**config.mk**
```make
export PLATFORM = sky130hd
export DESIGN_NAME = hierarchical_next_hop_router_top
export DESIGN_NICKNAME = d
export VERILOG_FILES = /design/src/sv/hnh_pkg.sv /design/src/sv/hierarchical_next_hop_router_top.sv /design/src/sv/hnh_relay_unit.sv /design/src/sv/hnh_seq.sv
export VERILOG_INCLUDE_DIRS = /design/src /design/src/sv
export SDC_FILE = /design/constraint.sdc
export NUM_CORES = 1
export LEC_CHECK = 0
export BUFFER_PORTS_ARGS = -buffer_cell sky130_fd_sc_hd__buf_2
export CAP_MARGIN = 25
export CORE_UTILIZATION = 51
export DETAILED_ROUTE_END_ITERATION = 8
export MAX_ROUTING_LAYER = met4
export PLACE_DENSITY = 0.87
export SETUP_SLACK_MARGIN = 0.02
export SLEW_MARGIN = 20
export SYNTH_ARGS = -nofsm -noshare
export SYNTH_HDL_FRONTEND = slang
export SYNTH_SLANG_ARGS = --single-unit
```
**constraint.sdc**
```tcl
create_clock -name aclk -period 3.15 [get_ports aclk]
set_clock_uncertainty 0.15 [all_clocks]
set_input_delay 0.1575 -clock aclk [delete_from_list [all_inputs] [get_ports aclk]]
set_output_delay 0.1575 -clock aclk [all_outputs]
set_load 0.1 [all_outputs]
```
**src/sv/hierarchical_next_hop_router_top_assert.svh**
```systemverilog
// Assertion macros used by the router sequencer.
`ifndef HIERARCHICAL_NEXT_HOP_ROUTER_TOP_ASSERT_SVH
`define HIERARCHICAL_NEXT_HOP_ROUTER_TOP_ASSERT_SVH

// Same-cycle implication, disabled while reset is asserted.
`define HNH_ASSERT_SAME(lbl, clk, rstn, ante, cons) \
    lbl: assert property (@(posedge clk) disable iff (!(rstn)) (ante) |-> (cons)) \
        else $error("hnh assertion failed");

// Next-cycle implication, disabled while reset is asserted.
`define HNH_ASSERT_NEXT(lbl, clk, rstn, ante, cons) \
    lbl: assert property (@(posedge clk) disable iff (!(rstn)) (ante) |=> (cons)) \
        else $error("hnh assertion failed");

`endif

```
**src/sv/hnh_pkg.sv**
```systemverilog
// Package with widths, constants, state and result types of the router.
`timescale 1ns / 1ps

package hnh_pkg;

    localparam int ADDR_W         = 8;
    localparam int IFACE_W        = 3;
    localparam int SUBNET_SIZE    = 'h20;
    localparam int BRANCH_UNIT    = 'h10;
    localparam int SUBNET_BITS    = $clog2(SUBNET_SIZE);
    localparam int BRANCH_BITS    = $clog2(BRANCH_UNIT);
    localparam int WALK_STEPS     = 3;
    localparam int WALK_CNT_W     = $clog2(WALK_STEPS + 1);
    localparam int NUM_IFACES_DEF = 8;

    typedef logic [ADDR_W-1:0]  addr_t;
    typedef logic [IFACE_W-1:0] iface_t;

    typedef enum logic [1:0] {
        ST_IDLE,
        ST_EVAL,
        ST_WALK,
        ST_DONE
    } hnh_state_t;

    typedef struct packed {
        addr_t  relay;
        iface_t iface;
    } hnh_res_t;

endpackage

```
**src/sv/hierarchical_next_hop_router_top.sv**
```systemverilog
// A request passes the sequencer states EVAL and DONE, then the output register, on its
// way to m_valid; a route that walks the parent chain also passes WALK between EVAL and
// DONE, one relay-unit step per cycle for up to 4 checks. s_ready is low outside idle.
// The output register holds a result while the sequencer returns to idle.
// Reset (aresetn low, synchronous) clears own_address to 0 and drops all requests.
// Top level of the hierarchical next-hop router.
`timescale 1ns / 1ps

module hierarchical_next_hop_router_top #(
    parameter int NUM_IFACES = hnh_pkg::NUM_IFACES_DEF
) (
    input  logic                    aclk,
    input  logic                    aresetn,
    input  logic                    cfg_valid,
    output logic                    cfg_ready,
    input  logic [7:0]              cfg_own_address,
    input  logic                    s_valid,
    output logic                    s_ready,
    input  logic [7:0]              s_dest_address,
    output logic                    m_valid,
    input  logic                    m_ready,
    output logic [7:0]              m_relay,
    output logic [2:0]              m_interface_index
);

    hnh_pkg::addr_t     own_reg;
    hnh_pkg::addr_t     unit_addr, unit_relay;
    hnh_pkg::hnh_res_t  res, m_res_reg;
    logic               res_valid, out_free, m_valid_reg;

    assign cfg_ready = 1'b1;

    always_ff @(posedge aclk) begin
        if (!aresetn) begin
            own_reg <= '0;
        end else if (cfg_valid) begin
            own_reg <= cfg_own_address;
        end
    end

    hnh_relay_unit u_relay (
        .addr  (unit_addr),
        .relay (unit_relay)
    );

    hnh_seq #(
        .NUM_IFACES (NUM_IFACES)
    ) u_seq (
        .aclk           (aclk),
        .aresetn        (aresetn),
        .own_addr       (own_reg),
        .s_valid        (s_valid),
        .s_ready        (s_ready),
        .s_dest_address (s_dest_address),
        .unit_addr      (unit_addr),
        .unit_relay     (unit_relay),
        .res_valid      (res_valid),
        .res            (res),
        .out_free       (out_free)
    );

    assign out_free = !m_valid_reg || m_ready;

    always_ff @(posedge aclk) begin
        if (!aresetn) begin
            m_valid_reg <= 1'b0;
        end else if (out_free) begin
            m_valid_reg <= res_valid;
        end
    end

    always_ff @(posedge aclk) begin
        if (out_free && res_valid) begin
            m_res_reg <= res;
        end
    end

    assign m_valid           = m_valid_reg;
    assign m_relay           = m_res_reg.relay;
    assign m_interface_index = m_res_reg.iface;

endmodule

```
**src/sv/hnh_relay_unit.sv**
```systemverilog
// Shared unit that derives the parent (cell relay) address of one address.
`timescale 1ns / 1ps

module hnh_relay_unit (
    input  hnh_pkg::addr_t addr,
    output hnh_pkg::addr_t relay
);

    localparam int HI_W = hnh_pkg::ADDR_W - hnh_pkg::SUBNET_BITS;

    logic [HI_W-1:0]                 subnet_no;
    logic [hnh_pkg::SUBNET_BITS-1:0] member_no;

    assign subnet_no = addr[hnh_pkg::ADDR_W-1:hnh_pkg::SUBNET_BITS];
    assign member_no = addr[hnh_pkg::SUBNET_BITS-1:0];

    always_comb begin
        priority if (addr < hnh_pkg::addr_t'(2)) begin
            relay = '0;
        end else if (subnet_no == '0) begin
            relay = hnh_pkg::addr_t'(1);
        end else if (member_no != '0) begin
            // A leaf hangs off the hub at the bottom of its subnet.
            relay = {subnet_no, {hnh_pkg::SUBNET_BITS{1'b0}}};
        end else begin
            // A hub hangs off base station a/16.
            relay = addr >> hnh_pkg::BRANCH_BITS;
        end
    end

endmodule

```
**src/sv/hnh_seq.sv**
```systemverilog
// Sequencer that applies the routing rules and walks the parent chain.
`timescale 1ns / 1ps

`include "hierarchical_next_hop_router_top_assert.svh"

module hnh_seq #(
    parameter int NUM_IFACES = hnh_pkg::NUM_IFACES_DEF
) (
    input  logic               aclk,
    input  logic               aresetn,
    input  hnh_pkg::addr_t     own_addr,
    input  logic               s_valid,
    output logic               s_ready,
    input  hnh_pkg::addr_t     s_dest_address,
    output hnh_pkg::addr_t     unit_addr,
    input  hnh_pkg::addr_t     unit_relay,
    output logic               res_valid,
    output hnh_pkg::hnh_res_t  res,
    input  logic               out_free
);

    localparam int LUT_N = 1 << (hnh_pkg::SUBNET_BITS - 1);

    hnh_pkg::hnh_state_t                  state_reg, state_next;
    hnh_pkg::addr_t                       hop_reg, hop_next;
    logic [hnh_pkg::WALK_CNT_W-1:0]       cnt_reg, cnt_next;
    hnh_pkg::hnh_res_t                    res_reg, res_next;
    hnh_pkg::iface_t                      iface_lut [LUT_N];
    hnh_pkg::addr_t                       br_own, br_dest;
    logic [2:0]                           dp_own, dp_dest;

    function automatic hnh_pkg::addr_t branch_of(input hnh_pkg::addr_t a);
        hnh_pkg::addr_t b;
        priority if (a < hnh_pkg::addr_t'(2)) begin
            b = '0;
        end else if ((a >> hnh_pkg::SUBNET_BITS) == '0) begin
            b = a;
        end else begin
            b = (a >> hnh_pkg::SUBNET_BITS) << 1;
        end
        return b;
    endfunction

    function automatic logic [2:0] depth_of(input hnh_pkg::addr_t a);
        logic [2:0] d;
        priority if (a == '0) begin
            d = 3'd0;
        end else if (a == hnh_pkg::addr_t'(1)) begin
            d = 3'd1;
        end else if ((a >> hnh_pkg::SUBNET_BITS) == '0) begin
            d = 3'd2;
        end else if (a[hnh_pkg::SUBNET_BITS-1:0] == '0) begin
            d = 3'd3;
        end else begin
            d = 3'd4;
        end
        return d;
    endfunction

    // Interface of the host toward each pair of branches.
    for (genvar g = 0; g < LUT_N; g++) begin : g_lut
        assign iface_lut[g] = hnh_pkg::iface_t'(g % NUM_IFACES);
    end

    assign br_own  = branch_of(own_addr);
    assign br_dest = branch_of(hop_reg);
    assign dp_own  = depth_of(own_addr);
    assign dp_dest = depth_of(hop_reg);

    assign s_ready   = (state_reg == hnh_pkg::ST_IDLE);
    assign res_valid = (state_reg == hnh_pkg::ST_DONE);
    assign res       = res_reg;

    always_ff @(posedge aclk) begin
        if (!aresetn) begin
            state_reg <= hnh_pkg::ST_IDLE;
        end else begin
            state_reg <= state_next;
        end
    end

    always_ff @(posedge aclk) begin
        hop_reg <= hop_next;
        cnt_reg <= cnt_next;
        res_reg <= res_next;
    end

    always_comb begin
        state_next = state_reg;
        hop_next   = hop_reg;
        cnt_next   = cnt_reg;
        res_next   = res_reg;
        // The shared unit sees our own address except while walking.
        unit_addr  = (state_reg == hnh_pkg::ST_WALK) ? hop_reg : own_addr;
        unique case (state_reg)
            hnh_pkg::ST_IDLE: begin
                if (s_valid) begin
                    hop_next   = s_dest_address;
                    cnt_next   = '0;
                    state_next = hnh_pkg::ST_EVAL;
                end
            end
            hnh_pkg::ST_EVAL: begin
                res_next.iface = '0;
                res_next.relay = unit_relay;
                state_next     = hnh_pkg::ST_DONE;
                priority if (own_addr == '0) begin
                    res_next.relay = hnh_pkg::addr_t'(1);
                end else if (hop_reg < hnh_pkg::addr_t'(2)) begin
                    res_next.relay = unit_relay;
                end else if (own_addr == hnh_pkg::addr_t'(1)) begin
                    res_next.relay = br_dest;
                    res_next.iface = iface_lut[br_dest[hnh_pkg::SUBNET_BITS-1:1]];
                end else if (br_own == br_dest) begin
                    priority if (dp_dest > dp_own) begin
                        res_next.iface = (dp_own == 3'd2) ? hnh_pkg::iface_t'(1) : '0;
                        state_next     = hnh_pkg::ST_WALK;
                    end else if (dp_dest == dp_own) begin
                        res_next.relay = hop_reg;
                    end else begin
                        res_next.relay = unit_relay;
                    end
                end else begin
                    res_next.relay = unit_relay;
                end
            end
            hnh_pkg::ST_WALK: begin
                if (unit_relay == own_addr ||
                        cnt_reg == hnh_pkg::WALK_CNT_W'(hnh_pkg::WALK_STEPS)) begin
                    res_next.relay = hop_reg;
                    state_next     = hnh_pkg::ST_DONE;
                end else begin
                    hop_next = unit_relay;
                    cnt_next = cnt_reg + 1'b1;
                end
            end
            hnh_pkg::ST_DONE: begin
                if (out_free) begin
                    state_next = hnh_pkg::ST_IDLE;
                end
            end
            default: begin
                state_next = hnh_pkg::ST_IDLE;
            end
        endcase
    end

    `HNH_ASSERT_NEXT(a_accept_loads, aclk, aresetn, s_valid && s_ready,
        state_reg == hnh_pkg::ST_EVAL && hop_reg == $past(s_dest_address))
    `HNH_ASSERT_NEXT(a_walk_meets_own, aclk, aresetn,
        state_reg == hnh_pkg::ST_WALK && unit_relay == own_addr,
        state_reg == hnh_pkg::ST_DONE && res_reg.relay == $past(hop_reg))
    `HNH_ASSERT_NEXT(a_result_waits, aclk, aresetn,
        state_reg == hnh_pkg::ST_DONE && !out_free,
        state_reg == hnh_pkg::ST_DONE && $stable(res_reg))

endmodule

```
==> results of run 1 <==
path summary, 6_finish.rpt:
kind / from / to / slack, ns / cells after the start
max reg2reg: u_seq.hop_reg[3] / u_seq.state_reg[0] / 0.06 / 10
min reg2reg: u_seq.res[5] / m_relay[2] / 0.27 / 0
min: m_ready / m_valid / 0.002 / 4
max: u_seq.hop_reg[3] / u_seq.state_reg[0] / 0.06 / 10
final cells by class:
type                    count  area [um2]
clock inverters             1       30.03
fillers                   376        1489
well taps                  67       83.83
repair buffers             85       583.1
clock buffers               7       76.32
flip-flops and latches     43        1181
multi-input cells         188        1294
inverters                  13       48.80
worst max-delay path, delay by kind of cell (launching register included):
family	cells	cell delay, ns
AOI/OAI and AO/OA	2	0.49
and+or+nand+nor	7	1.68
adders and majority gates	1	0.26
DFF	1	0.41
cells in the final DEF, fill, tap and decap left out, drive strengths merged, types with 2 or more instances in the layout:
cell / synthesis / layout
a21o: 2 / 2
a21oi: 18 / 18
a31oi: 2 / 2
a32o: 3 / 3
and2: 3 / 3
and3: 6 / 6
buf: 7 / 74
clkbuf: 10 / 7
dfxtp: 11 / 11
dlygate4sd3: 0 / 11
edfxtp: 32 / 32
ha: 8 / 8
inv: 12 / 12
mux2i: 9 / 9
nand2: 14 / 14
nand2b: 2 / 2
nand3: 12 / 12
nand4: 2 / 2
nor2: 34 / 34
nor2b: 5 / 5
nor3: 7 / 7
nor3b: 3 / 3
nor4: 3 / 3
nor4b: 2 / 2
o211ai: 2 / 2
o21a: 4 / 4
o21ai: 14 / 14
o221ai: 4 / 4
o31ai: 3 / 3
or3: 2 / 2
or4: 3 / 3
xnor2: 2 / 2
xor2: 2 / 2
logic make-up (layout without fill, tap and decap cells):
logic type / after synthesis / after routing / synth area share [%]
AO/OA/AOI/OAI: 64 / 64 / 17.56
AND/OR/NAND/NOR: 101 / 101 / 21.81
adder cells (fa/ha/maj): 8 / 8 / 3.912
buffers and inverters: 30 / 106 / 5.085
multiplexers: 10 / 10 / 3.961
flip-flops: 43 / 43 / 46.16
XOR/XNOR: 4 / 4 / 1.369
other: 1 / 1 / 0.1466
what timing repair did:
action	in CTS	in global routing
hold buffers	11	0
gates resized for setup	2	6
pin swaps	0	4
setup endpoints to repair	11	7
endpoints found under the hold margin	11	0
buffers inserted	0	9
power by group:
group | switching (mW) | internal [mW] | total, mW
sequential | 0.157 | 0.883 | 1.04
clock | 0.186 | 0.237 | 0.423
combinational | 0.901 | 0.560 | 1.46
routing by layer:
metal | vias up | global-route usage, %
li1 | 1112 | -
met1 | 1105 | 34.96
met4 | 0 | 11.55
met5 | - | -
met3 | 18 | 4.972
met2 | 105 | 47.35
stage by stage:
step / hold WS [ns] / setup TNS [ns] / area [um2] / power [mW] / util [%]
6_report: 0.001785 / 0 / 3297 / 2.923 / 68.89
5_1_grt: 0.004132 / -0.2444 / 3297 / 3.087 / 68.89
4_1_cts: 0.002487 / 0 / 3194 / 2.778 / 66.75
3_5_place_dp: 0.2502 / -0.01304 / 2967 / 2.334 / 61.99
3_3_place_gp: 0.2379 / 0 / 2967 / 2.310 / 61.99
2_1_floorplan: 0.1534 / 0 / 2559 / 1.933 / -
==> flow_summary.yaml, run 1 <==
global_routing:
  gr-usage-all-layers_pct: 28.69
  antenna_found_initial: 0
  overflow: 0
  grt_first_pass_wirelength_mm: 10.73
  grt_start_max_net_pins: 18
  first_global_vias: 2187
floorplanning:
  io_pins: 35
  core_um2: 4786
  start_util_pct: 53.46
  rows: 25
  fp.dieH_um: 72.83
  die_area_um2: 5304
  dieWidth_um: 72.83
logic_synthesis:
  yosysWarnings: 0
  synth_top_area_share_pct: 37.56
  syn_nets: 290
  synth_seq_cells: 43
  yosys.area.top_type: "edfxtp_1"
  synthTopCellsByCount: "34 x nor2_1, 32 x edfxtp_1, 18 x a21oi_1, 14 x nand2_1, 12 x o21ai_0"
  async_flop_share_pct: 0
  synth_most_common_cell: "nor2_1"
  syn_inst: 261
  syn_area_um2: 2559
  synth_ff_type: "edfxtp_1"
  synth_cell_types: 64
  synth.area.top_cells: "edfxtp_1 38%, dfxtp_1 8.6%, nor2_1 5.0%, ha_1 3.9%, a21oi_1 3.5%"
  synth_edf_count: 32
  avgSynthCellArea_um2: 9.803
  yosysSeqAreaShare_pct: 46.16
routing:
  wirelength_mm: 6.774
  top_layer_used: "met4"
  viasPerCell: 5.792
  vias: 2340
  drt_iter0_markers: 223
  wl_per_cell_um: 16.77
  wl_met3_um: 493
  first_pass_iters: 5
  dr_wl_met2_mm: 3.360
  wl_met1_mm: 2.789
  ant_nets: 0
  route.detailed.drc: 0
timing:
  fin_crit_ns: 3.085
  fmax_ghz: 0.3241
  layout_setup_ws_ns: 0.06473
  slew_headroom_pct: 60.68
  slew_violations: 0
  fin_crit_sh_pct: 97.95
  rsz0062_at_grt: "yes"
  worstMarginPinSlew_ns: 0.5898
  setup_viol: 0
  hold_viol: 0
placed_design:
  placed_cells: 376
  routabilityCongestion: 0.9484
  numPortBuffers: 33
  place_hpwl_mm: 4.919
  place_ws_ns: -0.01304
layout:
  fin_cells: 404
  drive_above_1_share_pct: 30.27
  num_antenna_cells: 0
  largest_register_ffs: 11
  num-nets-final: 365
  area.growth.synth_to_final_pct: 28.85
critical_path:
  crit_path_end_kind: "flip-flop"
  cp.required_ns: 3.20
  critPathLaunchType: "flip-flop"
  cp.arrival_ns: 3.13
  slowest_stage: "or4_4"
  critical_path_class: "reg -> reg"
  crit_fanout: 4
  slowest_delay_ns: 0.60
  crit_chain: "or4_4, nor2_4, nor2_1, a21oi_1, ha_1, and3_4, or3_4, o41ai_4, nand4_1, and3_1"
clock_tree:
  cts_tree: "built"
  cts_max_level: 2
  cts_root_buf: "clkbuf_8"
  cts_sinks: 43
  cts_buffers: 5
  clk_pin_slew_ns: 0.08
  clkLatencyLatePin_ns: 0.30
  cts_max_path_buffers: 2
pwr:
  p_leak_nw: 1.344
  ir_worst_vdd_mv: 0.5381
  p_per_area_nw_per_um2: 886.5
run_status:
  status: "finished clean"
job:
  maxCapViolations: 0
min_path:
  hold_class: "in -> reg"
Note: power is estimated with default switching activity, not from simulation.
==> run 2: changes to the inputs <==
--- a/config.mk
+++ b/config.mk
@@ -8,10 +8,12 @@
 export LEC_CHECK = 0
 export BUFFER_PORTS_ARGS = -buffer_cell sky130_fd_sc_hd__buf_2
 export CAP_MARGIN = 25
-export CORE_UTILIZATION = 51
+export CELL_PAD_IN_SITES_DETAIL_PLACEMENT = 1
+export CELL_PAD_IN_SITES_GLOBAL_PLACEMENT = 2
+export CORE_UTILIZATION = 33
 export DETAILED_ROUTE_END_ITERATION = 8
 export MAX_ROUTING_LAYER = met4
-export PLACE_DENSITY = 0.87
+export PLACE_DENSITY = 0.88
 export SETUP_SLACK_MARGIN = 0.02
 export SLEW_MARGIN = 20
 export SYNTH_ARGS = -nofsm -noshare
==> flow_summary.yaml, run 2 (synthesized netlist as in run 1, its figures left out) <==
layout:
  area.growth.synth_to_final_pct: 30.51
  largest_register_ffs: 11
  mostFrequentLayoutCells: "36 x buf_4, 33 x buf_2, 32 x nor2_1, 32 x edfxtp_1, 15 x a21oi_1"
  final_common_cell: "buf_4"
  num_antenna_cells: 0
  fin_cells: 433
  num-nets-final: 362
  drive_above_1_share_pct: 30.84
pwr:
  p_leak_nw: 1.319
  p_comb_share_pct: 52.5
  seqPwrFrac_pct: 34.9
  clock_power_share_pct: 12.6
  swShare_pct: 45.22
  power.total_mw: 2.924
  switchingPower_mw: 1.322
  intPower_mw: 1.602
  ir_worst_vdd_mv: 0.6313
  p_per_area_nw_per_um2: 875.6
timing:
  slew_violations: 0
  slew_headroom_pct: 65.89
  fin_crit_ns: 3.064
  fin_crit_sh_pct: 97.28
  finalSetupTns_ns: 0
  worstMarginPinSlew_ns: 0.5116
  setup_viol: 0
  rsz0062_at_grt: "yes"
  hold_viol: 0
  whs_ns: 0.02403
  fmax_ghz: 0.3263
global_routing:
  first_global_vias: 2384
  antenna_found_initial: 0
  grt_start_max_net_pins: 16
  overflow: 0
  grt_first_pass_wirelength_mm: 12.20
  gr-usage-all-layers_pct: 19.76
clock_tree:
  cts_buffers: 5
  cts_max_level: 2
  clk_pin_slew_ns: 0.09
  cts_sinks: 43
  cts_max_path_buffers: 2
  clkLatencyLatePin_ns: 0.31
  cts_tree: "built"
  cts_root_buf: "clkbuf_8"
min_path:
  holdPathStages: 2
  hold_class: "in -> reg"
  worst_hold_path.endpoint: "u_seq.hop_reg[1]"
  min_from: "s_dest_address[1]"
routing:
  vias: 2337
  wl_per_cell_um: 17.82
  viasPerCell: 5.397
  route.detailed.drc: 0
  wirelength_mm: 7.714
  first_pass_iters: 4
  ant_nets: 0
  drt_iter0_markers: 120
placed_design:
  numPortBuffers: 33
  routabilityCongestion: 0.9041
  place_hpwl_mm: 5.569
  placed_cells: 408
critical_path:
  reg2regPathDepth: 8
  cp.required_ns: 3.06
  reg2reg_slack_ns: 0.09
  slowest_stage: "or4_4"
  cp.arrival_ns: 2.97
  worstReg2RegStart: "u_seq.hop_reg[3]"
  crit_fanout: 8
  worstReg2RegEnd: "u_seq.res[8]"
  crit_path_end_kind: "flip-flop"
  slowest_delay_ns: 0.58
  critical_path_class: "reg -> reg"
  critPathLaunchType: "flip-flop"
  crit_chain: "or4_4, buf_4, nand3_1, xor2_1, a2111o_1, nor2_2, o21ai_1, a32o_1"
floorplanning:
  core_um2: 7370
  dieWidth_um: 90.06
  rows: 31
  fp.dieH_um: 90.06
  io_pins: 35
  start_util_pct: 34.72
  die_area_um2: 8110
run_status:
  status: "finished clean"
job:
  maxCapViolations: 0
[run 2: cell types whose count changed in the layout (fill, tap and decap cells not counted), moves of 2 or more]
| cell | change |
|---|---|
| buf_4 | -5 |
| a21oi_1 | -2 |
| clkbuf_1 | -2 |
| clkinvlp_4 | +2 |
| dlygate4sd3_1 | +2 |
[run 2: per-stage QoR]
step           utilization [%]  setup slack (ns)  cell area, um2
2_1_floorplan                -            0.1320            2559
3_3_place_gp             40.80            0.1025            3007
3_5_place_dp             40.80         -0.003427            3007
4_1_cts                  43.84           0.05602            3231
5_1_grt                  45.31          -0.01956            3339
6_report                 45.31           0.08573            3339
[run 2: area by class of cell]
type / count / area, um2
Tap cell: 99 / 123.9
Fill cell: 878 / 4030
Clock buffer: 5 / 68.82
Sequential cell: 43 / 1181
Timing Repair Buffer: 82 / 565.5
Multi-Input combinational cell: 188 / 1328
Clock inverter: 3 / 23.77
Inverter: 13 / 48.80
[run 2: power groups by stage]
stage	registers [mW]	clock network, mW	logic, mW
5_1_grt	1.04	0.402	1.67
2_1_floorplan	1.10	0	0.837
3_3_place_gp	1.02	0	1.33
3_5_place_dp	1.03	0	1.35
4_1_cts	1.02	0.381	1.39
6_report	1.02	0.369	1.53
[run 2: repair_timing]
item,CTS,global route
buffers inserted,0,4
setup endpoints to repair,11,19
hold endpoints to repair,12,1
pin swaps,0,4
gates resized for setup,2,12
hold buffers,12,1
[run 2: worst max path at each step]
stage                         endpoint             start  slack, ns
detailed placement  u_seq.state_reg[0]  u_seq.hop_reg[3]     -0.003
CTS                       u_seq.res[0]  u_seq.hop_reg[3]       0.06
finish                    u_seq.res[8]  u_seq.hop_reg[3]       0.09
global placement    u_seq.state_reg[0]  u_seq.hop_reg[2]       0.10
floorplan           u_seq.state_reg[0]  u_seq.hop_reg[2]       0.13
global route        u_seq.state_reg[0]  u_seq.hop_reg[3]      -0.02
[run 2: critical path: cells and delay by family (launching register included)]
kind                      cells  cell delay [ns]
and+or+nand+nor               3             0.94
DFF                           1             0.43
AOI/OAI and AO/OA             3             0.99
buffers and inverters         1             0.19
xor gates and xnor gates      1             0.11
[run 2: routing by layer]
metal,wire length (um),track usage (%)
met2,3955,33.33
met3,220,3.384
met5,0,-
met4,137,6.586
met1,3400,23.90
